===== config.mk =====
export PLATFORM = sky130hd
export DESIGN_NAME = anti_replay_window_check_core
export DESIGN_NICKNAME = d
export VERILOG_FILES = /design/src/hdl/arwc_pkg.sv /design/src/hdl/arwc_cfg_regs.sv /design/src/hdl/arwc_check.sv /design/src/hdl/anti_replay_window_check_core.sv
export SDC_FILE = /design/constraint.sdc
export NUM_CORES = 1
export LEC_CHECK = 0
export BUFFER_PORTS_ARGS = -buffer_cell sky130_fd_sc_hd__buf_2
export CORE_UTILIZATION = 50
export CTS_BUF_LIST = sky130_fd_sc_hd__clkbuf_4 sky130_fd_sc_hd__clkbuf_8
export CTS_CLUSTER_DIAMETER = 80
export DETAILED_ROUTE_END_ITERATION = 16
export PLACE_DENSITY = 0.72
export SYNTH_ARGS = -nofsm -noshare
export SYNTH_HDL_FRONTEND = slang
export SYNTH_SLANG_ARGS = --single-unit

===== constraint.sdc =====
create_clock -name clk -period 6.9 [get_ports clk]
set_input_delay 1.035 -clock clk [delete_from_list [all_inputs] [get_ports clk]]
set_output_delay 1.035 -clock clk [all_outputs]
set_load 0.02 [all_outputs]

===== src/hdl/arwc_pkg.sv =====
package arwc_pkg;

  localparam int LEN_W    = 4;
  localparam int WINDOW_W = 16;
  localparam int CFG_W    = 16;
  localparam int INDEX_W  = 3;
  localparam int LOW_W    = 64;
  localparam int HIGH_W   = 32;
  localparam int CTR_W    = LOW_W + HIGH_W;
  localparam int CTR_BYTES = CTR_W / 8;
  localparam int STATUS_W = 2;

  localparam logic [INDEX_W-1:0] REG_SEQ_FIELD_PRESENT = 3'd0;
  localparam logic [INDEX_W-1:0] REG_SEQ_LEN_BYTES     = 3'd1;
  localparam logic [INDEX_W-1:0] REG_IV_LEN_BYTES      = 3'd2;
  localparam logic [INDEX_W-1:0] REG_IV_TX_LEN_BYTES   = 3'd3;
  localparam logic [INDEX_W-1:0] REG_WINDOW_SIZE       = 3'd4;
  localparam logic [INDEX_W-1:0] REG_IV_FULL_CHECK     = 3'd5;

  localparam logic [STATUS_W-1:0] STATUS_OK       = 2'd0;
  localparam logic [STATUS_W-1:0] STATUS_SEQ_FAIL = 2'd1;
  localparam logic [STATUS_W-1:0] STATUS_IV_FAIL  = 2'd2;

  localparam logic REQ_CHECK = 1'b0;
  localparam logic REQ_LOAD  = 1'b1;

  typedef struct packed {
    logic                seq_field_present;
    logic [LEN_W-1:0]    seq_len_bytes;
    logic [LEN_W-1:0]    iv_len_bytes;
    logic [LEN_W-1:0]    iv_tx_len_bytes;
    logic [WINDOW_W-1:0] window_size;
    logic                iv_full_check;
  } cfg_t;

endpackage


===== src/hdl/arwc_cfg_regs.sv =====
module arwc_cfg_regs (
  input  logic                         clk,
  input  logic                         rst,
  input  logic                         cfg_we,
  input  logic [arwc_pkg::INDEX_W-1:0] cfg_index,
  input  logic [arwc_pkg::CFG_W-1:0]   cfg_data,
  output arwc_pkg::cfg_t               cfg
);
  import arwc_pkg::*;

  always_ff @(posedge clk) begin
    if (rst) begin
      cfg.seq_field_present <= 1'b0;
      cfg.seq_len_bytes     <= 4'd4;
      cfg.iv_len_bytes      <= 4'd12;
      cfg.iv_tx_len_bytes   <= 4'd12;
      cfg.window_size       <= '0;
      cfg.iv_full_check     <= 1'b1;
    end else if (cfg_we) begin
      case (cfg_index)
        REG_SEQ_FIELD_PRESENT: cfg.seq_field_present <= cfg_data[0];
        REG_SEQ_LEN_BYTES:     cfg.seq_len_bytes     <= cfg_data[LEN_W-1:0];
        REG_IV_LEN_BYTES:      cfg.iv_len_bytes      <= cfg_data[LEN_W-1:0];
        REG_IV_TX_LEN_BYTES:   cfg.iv_tx_len_bytes   <= cfg_data[LEN_W-1:0];
        REG_WINDOW_SIZE:       cfg.window_size       <= cfg_data[WINDOW_W-1:0];
        REG_IV_FULL_CHECK:     cfg.iv_full_check     <= cfg_data[0];
        default: begin
        end
      endcase
    end
  end

endmodule


===== src/hdl/arwc_check.sv =====
module arwc_check #(
  parameter int MAX_COUNTER_BYTES = 12
) (
  input  arwc_pkg::cfg_t                cfg,
  input  logic                          req_type,
  input  logic [arwc_pkg::LOW_W-1:0]    rx_low,
  input  logic [arwc_pkg::HIGH_W-1:0]   rx_high,
  input  logic [arwc_pkg::LOW_W-1:0]    stored_low,
  input  logic [arwc_pkg::HIGH_W-1:0]   stored_high,
  output logic [arwc_pkg::STATUS_W-1:0] status,
  output logic [arwc_pkg::LOW_W-1:0]    stored_low_next,
  output logic [arwc_pkg::HIGH_W-1:0]   stored_high_next
);
  import arwc_pkg::*;

  localparam int CAP = (MAX_COUNTER_BYTES < CTR_BYTES) ? MAX_COUNTER_BYTES : CTR_BYTES;
  localparam logic [LEN_W-1:0] CAP_LEN = LEN_W'(CAP);

  logic [LEN_W-1:0] iv_part_len;
  logic [LEN_W-1:0] raw_len;
  logic [LEN_W-1:0] len;
  logic [CTR_W-1:0] mask;
  logic [CTR_W-1:0] rx_val;
  logic [CTR_W-1:0] st_val;
  logic [CTR_W-1:0] a_val;
  logic [CTR_W-1:0] s_val;
  logic [CTR_W-1:0] diff;
  logic [CTR_W-1:0] merged;
  logic             both_zero;
  logic             cover_all;
  logic             in_window;
  logic             ok;
  logic             check_on;

  assign rx_val = {rx_high, rx_low};
  assign st_val = {stored_high, stored_low};

  // check length from the mode
  always_comb begin
    iv_part_len = (cfg.iv_tx_len_bytes > cfg.iv_len_bytes) ? cfg.iv_len_bytes
                                                           : cfg.iv_tx_len_bytes;
    if (cfg.seq_field_present) begin
      raw_len = cfg.seq_len_bytes;
    end else if (cfg.iv_full_check) begin
      raw_len = cfg.iv_len_bytes;
    end else begin
      raw_len = iv_part_len;
    end
    len      = (raw_len > CAP_LEN) ? CAP_LEN : raw_len;
    check_on = cfg.seq_field_present || (cfg.iv_len_bytes != '0);
  end

  always_comb begin
    for (int i = 0; i < CTR_BYTES; i++) begin
      mask[8*i +: 8] = (LEN_W'(i) < len) ? 8'hFF : 8'h00;
    end
  end

  assign a_val     = rx_val & mask;
  assign s_val     = st_val & mask;
  assign diff      = (a_val - s_val) & mask;
  assign both_zero = (a_val == '0) && (s_val == '0);
  assign cover_all = (len == 4'd1) && (cfg.window_size[WINDOW_W-1:8] != '0);
  assign in_window = (diff != '0) && (diff <= {{(CTR_W-WINDOW_W){1'b0}}, cfg.window_size});
  assign ok        = both_zero || cover_all || in_window;
  assign merged    = (st_val & ~mask) | a_val;

  always_comb begin
    status           = STATUS_OK;
    stored_low_next  = stored_low;
    stored_high_next = stored_high;
    if (req_type == REQ_LOAD) begin
      stored_low_next  = rx_low;
      stored_high_next = rx_high;
    end else if (check_on) begin
      if (ok) begin
        stored_low_next  = merged[LOW_W-1:0];
        stored_high_next = merged[CTR_W-1:LOW_W];
      end else if (cfg.seq_field_present) begin
        status = STATUS_SEQ_FAIL;
      end else begin
        status = STATUS_IV_FAIL;
      end
    end
  end

endmodule


===== src/hdl/anti_replay_window_check_core.sv =====
// Anti-replay window check for one security association. Each transfer on the
// item channel either loads the 96-bit stored counter (req_type 1) or checks
// rx_high:rx_low against it over L bytes chosen by the mode registers, and
// gives one status transfer per item: 0 accepted or loaded, 1 sequence number
// outside the window, 2 IV outside the window. The item sits in an input register,
// then the masked 96-bit subtract and window compare write the stored counter and
// the result register at the same edge; the status is valid from that register.
// A new item is taken every cycle unless item_stall is high; the next item always
// sees the counter left by the one before. Configuration writes belong to idle
// periods only.
module anti_replay_window_check_core #(
  parameter int MAX_COUNTER_BYTES = 12
) (
  input  logic                          clk,
  input  logic                          rst,
  input  logic                          cfg_we,
  input  logic [arwc_pkg::INDEX_W-1:0]  cfg_index,
  input  logic [arwc_pkg::CFG_W-1:0]    cfg_data,
  input  logic                          item_valid,
  output logic                          item_stall,
  input  logic                          req_type,
  input  logic [arwc_pkg::LOW_W-1:0]    rx_low,
  input  logic [arwc_pkg::HIGH_W-1:0]   rx_high,
  output logic                          result_valid,
  input  logic                          result_stall,
  output logic [arwc_pkg::STATUS_W-1:0] status
);
  import arwc_pkg::*;

  cfg_t                cfg;
  logic                s1_valid;
  logic                s1_req_type;
  logic [LOW_W-1:0]    s1_rx_low;
  logic [HIGH_W-1:0]   s1_rx_high;
  logic                s1_adv;
  logic                item_take;
  logic [LOW_W-1:0]    stored_low;
  logic [HIGH_W-1:0]   stored_high;
  logic [LOW_W-1:0]    stored_low_next;
  logic [HIGH_W-1:0]   stored_high_next;
  logic [STATUS_W-1:0] chk_status;

  arwc_cfg_regs u_cfg (
    .clk       (clk),
    .rst       (rst),
    .cfg_we    (cfg_we),
    .cfg_index (cfg_index),
    .cfg_data  (cfg_data),
    .cfg       (cfg)
  );

  arwc_check #(
    .MAX_COUNTER_BYTES (MAX_COUNTER_BYTES)
  ) u_check (
    .cfg              (cfg),
    .req_type         (s1_req_type),
    .rx_low           (s1_rx_low),
    .rx_high          (s1_rx_high),
    .stored_low       (stored_low),
    .stored_high      (stored_high),
    .status           (chk_status),
    .stored_low_next  (stored_low_next),
    .stored_high_next (stored_high_next)
  );

  assign s1_adv     = s1_valid && (!result_valid || !result_stall);
  assign item_stall = s1_valid && !s1_adv;
  assign item_take  = item_valid && !item_stall;

  // input register
  always_ff @(posedge clk) begin
    if (rst) begin
      s1_valid <= 1'b0;
    end else if (item_take) begin
      s1_valid <= 1'b1;
    end else if (s1_adv) begin
      s1_valid <= 1'b0;
    end
  end

  always_ff @(posedge clk) begin
    if (item_take) begin
      s1_req_type <= req_type;
      s1_rx_low   <= rx_low;
      s1_rx_high  <= rx_high;
    end
  end

  // stored counter
  always_ff @(posedge clk) begin
    if (rst) begin
      stored_low  <= '0;
      stored_high <= '0;
    end else if (s1_adv) begin
      stored_low  <= stored_low_next;
      stored_high <= stored_high_next;
    end
  end

  // result register
  always_ff @(posedge clk) begin
    if (rst) begin
      result_valid <= 1'b0;
    end else if (s1_adv) begin
      result_valid <= 1'b1;
    end else if (!result_stall) begin
      result_valid <= 1'b0;
    end
  end

  always_ff @(posedge clk) begin
    if (s1_adv) begin
      status <= chk_status;
    end
  end

  a_load_ok : assert property (@(posedge clk) disable iff (rst)
    (s1_adv && s1_req_type == REQ_LOAD) |=> (status == STATUS_OK))
    else $error("load transfer did not report ok");

  a_fail_keeps_counter : assert property (@(posedge clk) disable iff (rst)
    (s1_adv && chk_status != STATUS_OK) |=> ($stable(stored_low) && $stable(stored_high)))
    else $error("rejected value changed the counter");

  a_idle_keeps_counter : assert property (@(posedge clk) disable iff (rst)
    !s1_adv |=> ($stable(stored_low) && $stable(stored_high)))
    else $error("counter changed without an item");

  a_adv_gives_result : assert property (@(posedge clk) disable iff (rst)
    s1_adv |=> result_valid)
    else $error("result lost after check");

  a_stall_only_full : assert property (@(posedge clk) disable iff (rst)
    item_stall |-> (s1_valid && result_valid && result_stall))
    else $error("item stall without a full pipeline");

endmodule


# [Word level (Yosys, flattened, before mapping)]
# Index checks and enable logic that the tools add are counted.
[totals] ff_bits=227 input_bits=121 output_inout_bits=4
[classes] n_addsub=1 muxes=27 reduce_logical=31 eq_ne=7 n_lt_le_gt_ge=15 bitwise_logic=7
[ops] operator="$and 96x96->96" n=4
[ops] operator="$logic_not 96->1" n=2
[ops] operator="$mux 64" n=3
[ops] operator="$le 96x16->1" n=1
[ops] operator="$mux 32" n=3
[ops] operator="$mux 8" n=12
[ops] operator="$not 96->96" n=1
[ops] operator="$or 96x96->96" n=1
[ops] operator="$reduce_bool 96->1" n=1
[ops] operator="$sub 96x96->96" n=1
[ops] operator="$lt 3x4->1 const A" n=4
[ops] operator="$lt 4x4->1 const A" n=4
[ops] operator="$mux 4" n=4
[ops] operator="$reduce_and 2->1" n=6
[ops] operator="$lt 1x4->1 const A" n=2
[ops] operator="$lt 2x4->1 const A" n=2
[ops] operator="$reduce_bool 8->1" n=1
[ops] operator="$eq 3x2->1 const B" n=2
[ops] operator="$eq 3x3->1 const B" n=2
[ops] operator="$logic_and 1x1->1" n=6
[ops] operator="$reduce_bool 2->1" n=3
[ops] operator="$eq 4x1->1 const B" n=1
[ops] operator="$gt 4x4->1" n=1
[ops] operator="$gt 4x4->1 const B" n=1
[ops] operator="other kinds (11)" n=20

# [Depth between registers and ports, before layout]
# Gate-level depths: netlist of run 1.
[logic_depth] depth_word=17 depth_mapped=35

# [Hierarchy]
# A second synthesis of run 1 with hierarchy kept.
[hier_totals] cells_unflattened=2547 area_unflattened_um2=20799.9
[modules_own_cells] mod="arwc_check" cells_per_inst=1898 area_per_inst_um2=12167.9 seq_area_each_um2=0.0 n_inst=1
[modules_own_cells] mod="anti_replay_window_check_core" cells_per_inst=525 area_per_inst_um2=7335.8 seq_area_each_um2=4934.7 n_inst=1
[modules_own_cells] mod="arwc_cfg_regs" cells_per_inst=124 area_per_inst_um2=1296.2 seq_area_each_um2=600.6 n_inst=1

# [Worst setup path before layout of run 1]
# Ideal clock, no wire load.
[synth_timing] path_kind="register to register" from="register, netlist name u_cfg.cfg[22]" to="register (tool-made name)" synth_period_minus_slack_ns=6.870 n_path_buf=4 required_ns=6.828 path_slack_ns=0.030 setup_ns=0.072 path_stages_with_launch=33 t_arrival_ns=6.798 path_cell_list="dfxtp_1 inv_1 ha_1 nor2b_1 o31a_1 o21ai_2 a211oi_1 o211ai_1 clkbuf_1 clkbuf_1 and2_1 ha_1 buf_4 a21o_1 o21bai_1 nor3_2 xnor2_1 nor2_1 ha_1 a21o_1 a211o_1 o211ai_1 a21oi_1 o41ai_1 nand2_1 o2bb2ai_1 nand4_1 a2111oi_4 o2111ai_2 a2111oi_2 buf_6 a2bb2oi_4 mux2i_1"

==> reports/metrics.yaml, run 1 <==
cts_hold_buf: 0
num_vias: 21518
worstMarginPinSlew_ns: 1.21
finalInstanceArea_mm2: 0.0258
slew-limit-headroom: 0.192
io_pins: 125
multi_input_area_mm2: 0.0140
critPathRequiredTime_ns: 7.42
synth_fp_nets: 2676
clkTransAtPathRegs_ns: 0.06
final_util: 0.680
synth_ff_type: "dfxtp_1"
cp-start-kind: "register"
hold_depth: 2
num_antenna_cells: 0
clock_sinks: 227
synthSimpleGateAreaFrac: 0.299
grt_usage: 0.380
cp_common_cell: "buf_4"
ant_nets: 0
synth_xor_area_frac: 0.0239
hold_viol: 0
clk_latency_ns: 0.62
place_area_mm2: 0.0239
place.detailed.hpwl_mm: 61.3
cp_max_fo: 17
worstSetupEndpointType: "register"
firstDrtPassIters: 6
synthTopCellsByCount: "295 x nand2_1, 204 x a21oi_1, 197 x nand2b_1"
combPwrFrac: 0.438
wl_mm: 75.9
period_minus_slack_ns: 7.26
p_leak_nw: 10.8
ys_seq_area_frac: 0.285
clkPwrFrac: 0.267
dp_slack_ns: -0.934
first_iter_violations: 2200
yosysMostFrequentCell: "nand2_1"
syn_area_mm2: 0.0195
gp_congestion: 1.01
power_density_mw_per_mm2: 201
cts_buffer_depth: 3
wl_per_cell_um: 21.5
synth_seq_cells: 227
rows: 71
drc: 0
core_mm2: 0.0380
grt_pass1_wl_mm: 115
initial_core_util: 0.512
crit_type: "reg -> reg"
die_area_mm2: 0.0397
synth_cell_types: 106
seqCellArea_mm2: 0.00554
violations: "negative setup slack"
timing.fmax_ghz: 0.138
power.switching_mw: 1.93
slew_viol_final: 0
synth_mux_area_frac: 0.0563
cts_buffers: 39
h-tree-depth: 2
cts_tree: "built"
io_buffers: 124
ys_warn_count: 0
avgSynthCellArea_um2: 7.98
grt_pass1_vias: 20616
internal-power_mw: 3.26
post-route-period-util: 1.05
status: "complete, but fails checks"
finClkSkew_ns: 0.0400
setup_viol: 98
slowest_stage: "nor4_1"
layout_setup_ws_ns: -0.356
ys_top_cells_by_area: "edfxtp_1 15%, dfxtp_1 13%, ha_1 7.4%"
synth_area_leader_cell: "edfxtp_1"
drive_above_1_share: 0.289
synth_edf_count: 99
synth_top_area_share: 0.153
holdCritPathClass: "reg -> reg"
maxCapViolCount: 0
netlist_instances: 2439
synth_top_family_by_area: "simple AND/OR/NAND/NOR gates"
antenna_found_initial: 0
total_power_mw: 5.19
worst_ep_arrival_time_ns: 7.78
p_seq_frac: 0.296
cts_root_buf: "clkbuf_8"
grt_max_degree: 124
rsz0062_at_grt: "yes"
die_h_um: 199
slowest_delay_ns: 0.47
filler_cell_count: 3246
power_switching_share: 0.371
synth_compound_area_frac: 0.223
vdd_ir_drop_max_mv: 0.219
nets: 3229
grt-ovfl-total: 0
area_growth_syn_to_layout_pct: 32.8
vias_per_cell: 6.09
r2r_cells: 30
synth-adder-area-share: 0.0755
die_w_um: 199
ys_async_sr_fraction: 0
per-layer routing:
| metal | wire length (um) | GRT usage |
|---|---|---|
| met5 | 0 | 0 |
| met4 | 2380 | 0.126 |
| met3 | 7620 | 0.0906 |
| met2 | 31300 | 0.551 |
| met1 | 34600 | 0.547 |
cell type report:
type                            count  area share
Clock buffer                       49      0.0237
Clock inverter                     23     0.00992
Inverter                           47     0.00683
Multi-Input combinational cell   2035       0.540
Sequential cell                   227       0.214
Tap cell                          511      0.0247
Timing Repair Buffer              642       0.180
logic make-up after synthesis:
logic type | Yosys count
buffers and inverters | 178
AO/OA/AOI/OAI | 643
multiplexers | 109
flip-flops | 227
XOR/XNOR | 53
AND/OR/NAND/NOR | 1112
adder cells (fa/ha/maj) | 117
cell usage in the layout, fill, tap and decap left out, types with 50 or more instances in the layout:
| cell | synthesis | final |
|---|---|---|
| a21oi_1 | 204 | 194 |
| and2_1 | 77 | 73 |
| buf_2 | 29 | 123 |
| buf_4 | 6 | 501 |
| dfxtp_1 | 128 | 125 |
| edfxtp_1 | 99 | 99 |
| ha_1 | 115 | 101 |
| mux2i_1 | 106 | 106 |
| nand2_1 | 295 | 284 |
| nand2b_1 | 197 | 197 |
| nand4_1 | 77 | 77 |
| nor2_1 | 171 | 162 |
| nor3_1 | 56 | 54 |
| nor4_1 | 54 | 50 |
| o21ai_0 | 116 | 110 |
metrics by stage:
stage,setup TNS [ns],std cells,hold WS [ns]
2_1_floorplan,0,2439,0.436
3_3_place_gp,-63.43,3433,0.445
3_5_place_dp,-74.98,3433,0.451
4_1_cts,-2.00,3518,0.461
5_1_grt,-35.30,3534,0.479
6_report,-24.86,3534,0.456
final timing paths:
check | endpoint | start | slack (ns)
hold / removal | u_cfg.cfg[5] | u_cfg.cfg[5] | 0.46
hold reg to reg | u_cfg.cfg[5] | u_cfg.cfg[5] | 0.46
setup / recovery | register | u_cfg.cfg[22] | -0.36
setup reg to reg | register | u_cfg.cfg[22] | -0.36
critical path, delay by kind of cell (launching register included):
kind,cells,cell delay [ns]
DFF,1,0.34
muxes,2,0.50
and+or+nand+nor,11,3.03
buffers and inverters,8,1.17
AOI/OAI and AO/OA,7,1.48
adders and majority gates,2,0.65
power groups by stage:
stage	Combinational, mW	Clock, mW	Sequential, mW
after floorplan	1.15	0	1.53
after global placement	2.03	0	1.55
after detailed placement	2.06	0	1.56
after CTS	2.12	1.40	1.53
after global routing	2.43	1.46	1.54
final	2.27	1.38	1.53
repair_timing:
action,in CTS,in global routing
setup endpoints to repair,98,98
pin swaps,39,68
resized for setup,55,107
gates cloned,0,1
setup buffers,13,17
(Power assumes the default switching activity.)
==> run 2, diff against run 1 <==
--- a/config.mk
+++ b/config.mk
@@ -11,6 +11,7 @@
 export CTS_CLUSTER_DIAMETER = 80
 export DETAILED_ROUTE_END_ITERATION = 16
 export PLACE_DENSITY = 0.72
+export SETUP_SLACK_MARGIN = 0.15
 export SYNTH_ARGS = -nofsm -noshare
 export SYNTH_HDL_FRONTEND = slang
 export SYNTH_SLANG_ARGS = --single-unit
==> run 2 against run 1 <==
The flow still finishes with violations (negative setup slack). Total power decreased by 2.3%. Setup slack improved by 0.24 ns. Wire length decreased by 0.56%. Clock skew shrank 0.0044 ns. Via count shrank 0.69%. Cell area fell by 0.96%. Critical path depth grew 6. Sequential share of layout area up 0.20 points. Fmax rose by 3.4%. Core utilization is 0.65 points lower. Die area is the same. Worst hold slack got worse by 0.0019 ns. Critical path type unchanged. Largest power group unchanged. Highest routed layer is now met5.
==> reports/metrics.yaml, run 2 (same netlist as run 1, synthesis figures left out) <==
worst_ep_arrival_time_ns: 7.50  # -0.28 ns
vdd_ir_drop_max_mv: 0.281  # +28%
slew-limit-headroom: 0.194  # +0.00136
holdCritPathClass: "reg -> reg"
multi_input_area_mm2: 0.0139  # -0.48%
slew_viol_final: 0  # unchanged
hold_viol: 0  # unchanged
grt_max_degree: 168  # +35%
r2r_slack_ns: -0.12  # +0.24 ns
place.detailed.hpwl_mm: 60.4  # -1.5%
cts_buffers: 39  # unchanged
first_iter_violations: 1971  # -10%
grt-ovfl-total: 0  # unchanged
io_buffers: 124  # unchanged
r2r_start: "u_cfg.cfg[22]"
power_switching_share: 0.374  # +0.00267
rows: 71  # unchanged
ant_nets: 0  # unchanged
clk_latency_ns: 0.62  # about the same
h-tree-depth: 2  # unchanged
grt_pass1_wl_mm: 114  # -1.5%
core_mm2: 0.0380  # unchanged
violations: "negative setup slack"
die_area_mm2: 0.0397  # unchanged
worstSetupEndpointType: "register"
drc: 0  # unchanged
num_vias: 21369  # -0.69%
wl_mm: 75.4  # -0.56%
gp_congestion: 0.981  # -2.9%
crit_type: "reg -> reg"
grt_pass1_vias: 20156  # -2.2%
power.switching_mw: 1.89  # -1.6%
cp_max_fo: 6  # -11
nets: 3209  # -0.62%
critPathRequiredTime_ns: 7.39  # -0.03 ns
post-route-period-util: 1.02  # -0.0343
io_pins: 125  # unchanged
p_leak_nw: 10.7  # -1.0%
p_seq_frac: 0.303  # +0.007
crit_path_start: "u_cfg.cfg[22]"
finClkSkew_ns: 0.0355  # -0.00444 ns
cts_root_buf: "clkbuf_8"
cts_tree: "built"
wl_per_cell_um: 21.5  # about the same
finalInstanceArea_mm2: 0.0256  # -0.96%
initial_core_util: 0.512  # unchanged
place_area_mm2: 0.0237  # -0.83%
cts_hold_buf: 0  # unchanged
clkTransAtPathRegs_ns: 0.06  # about the same
filler_cell_count: 3257  # +0.34%
area_growth_syn_to_layout_pct: 31.5
layout_setup_ws_ns: -0.119  # +0.237 ns
final_cell_mix: "480 x buf_4, 289 x nand2_1, 197 x nand2b_1, 191 x a21oi_1, 164 x nor2_1"
cp_common_cell: "buf_4"
period_minus_slack_ns: 7.02  # -0.237 ns
die_w_um: 199  # unchanged
total_power_mw: 5.07  # -2.3%
drive_above_1_share: 0.282  # -0.00712
timing.fmax_ghz: 0.142  # +3.4%
setup_viol: 61  # -38%
clock_sinks: 227  # unchanged
final_common_cell: "buf_4"
power_density_mw_per_mm2: 198  # -1.3%
vias_per_cell: 6.09  # about the same
seqCellArea_mm2: 0.00554  # about the same
num_antenna_cells: 0  # unchanged
slowest_delay_ns: 0.36  # -0.11 ns
antenna_found_initial: 1  # +1
worstMarginPinSlew_ns: 1.21  # +0.000524 ns
cp-start-kind: "register"
grt_usage: 0.375  # -0.00532
hold_start: "u_cfg.cfg[2]"
cts_buffer_depth: 3  # unchanged
maxCapViolCount: 0  # unchanged
die_h_um: 199  # unchanged
combPwrFrac: 0.440  # +0.002
r2r_cells: 36  # +20%
status: "complete, but fails checks"
firstDrtPassIters: 8  # +2
clkPwrFrac: 0.257  # -0.010
internal-power_mw: 3.17  # -2.7%
slowest_stage: "a2111oi_4"
rsz0062_at_grt: "yes"
## run 2: changes by cell type in the layout (fill, tap and decap cells not counted), moves of 4 or more
cell,before,now
a21oi_2,12,18
buf_4,501,480
clkbuf_4,10,14
clkinv_1,13,4
nand2_1,284,289
nand2_2,9,4
o21ai_1,12,17
## run 2: worst max-delay path, delay by kind of cell (launching register included)
kind            cells  cell delay, ns
compound gates     15            3.26
xor+xnor            1            0.15
fa+ha+maj           3            0.80
buf+inv             9            1.43
flops               1            0.33
mux                 1            0.12
simple gates        7            0.81
## run 2: worst min-delay path by stage
stage                   endpoint  slack [ns]  depth (start not counted)
finish              u_cfg.cfg[2]        0.45                          2
global route        u_cfg.cfg[5]        0.49                          2
CTS                 u_cfg.cfg[5]        0.45                          2
detailed placement  u_cfg.cfg[5]        0.45                          2
global placement    u_cfg.cfg[2]        0.44                          2
floorplan           u_cfg.cfg[2]        0.44                          2
## run 2: power groups by stage
stage | Sequential (mW) | Combinational, mW | Clock, mW
floorplan | 1.53 | 1.15 | 0
global placement | 1.56 | 2.02 | 0
detailed placement | 1.56 | 2.03 | 0
CTS | 1.53 | 2.09 | 1.32
global route | 1.54 | 2.38 | 1.38
finish | 1.53 | 2.23 | 1.30
## run 2: stage by stage
stage	hold slack, ns	setup TNS, ns	util	instances	setup WS [ns]
detailed placement	0.448	-38.77	0.624	3408	-0.601
global route	0.490	-28.04	0.673	3511	-0.414
CTS	0.455	-0.0109	0.657	3489	-0.00797
finish	0.454	-4.25	0.673	3511	-0.119
global placement	0.444	-15.47	0.624	3408	-0.233
floorplan	0.436	0	-	2439	0.166
## run 2: metal layers
metal | GRT usage | routed length [um]
met3 | 0.0837 | 7600
met4 | 0.107 | 2070
met5 | 0 | 13
met2 | 0.543 | 31200
met1 | 0.549 | 34600
## run 2: area by class of cell
| class | count | share of cell area |
|---|---|---|
| clock inverter | 13 | 0.00552 |
| inverter | 47 | 0.00689 |
| clock buffer | 56 | 0.0267 |
| multi-input combinational | 2034 | 0.543 |
| sequential | 227 | 0.216 |
| timing repair buffer | 623 | 0.177 |
| tap | 511 | 0.0250 |
## run 2: repair_timing
action | CTS | global route
buffers inserted | 11 | 22
gates resized for setup | 59 | 83
endpoints found under the setup margin | 98 | 98
endpoints found under the hold margin | 0 | 0
gates cloned | 1 | 0
pin swaps | 26 | 40
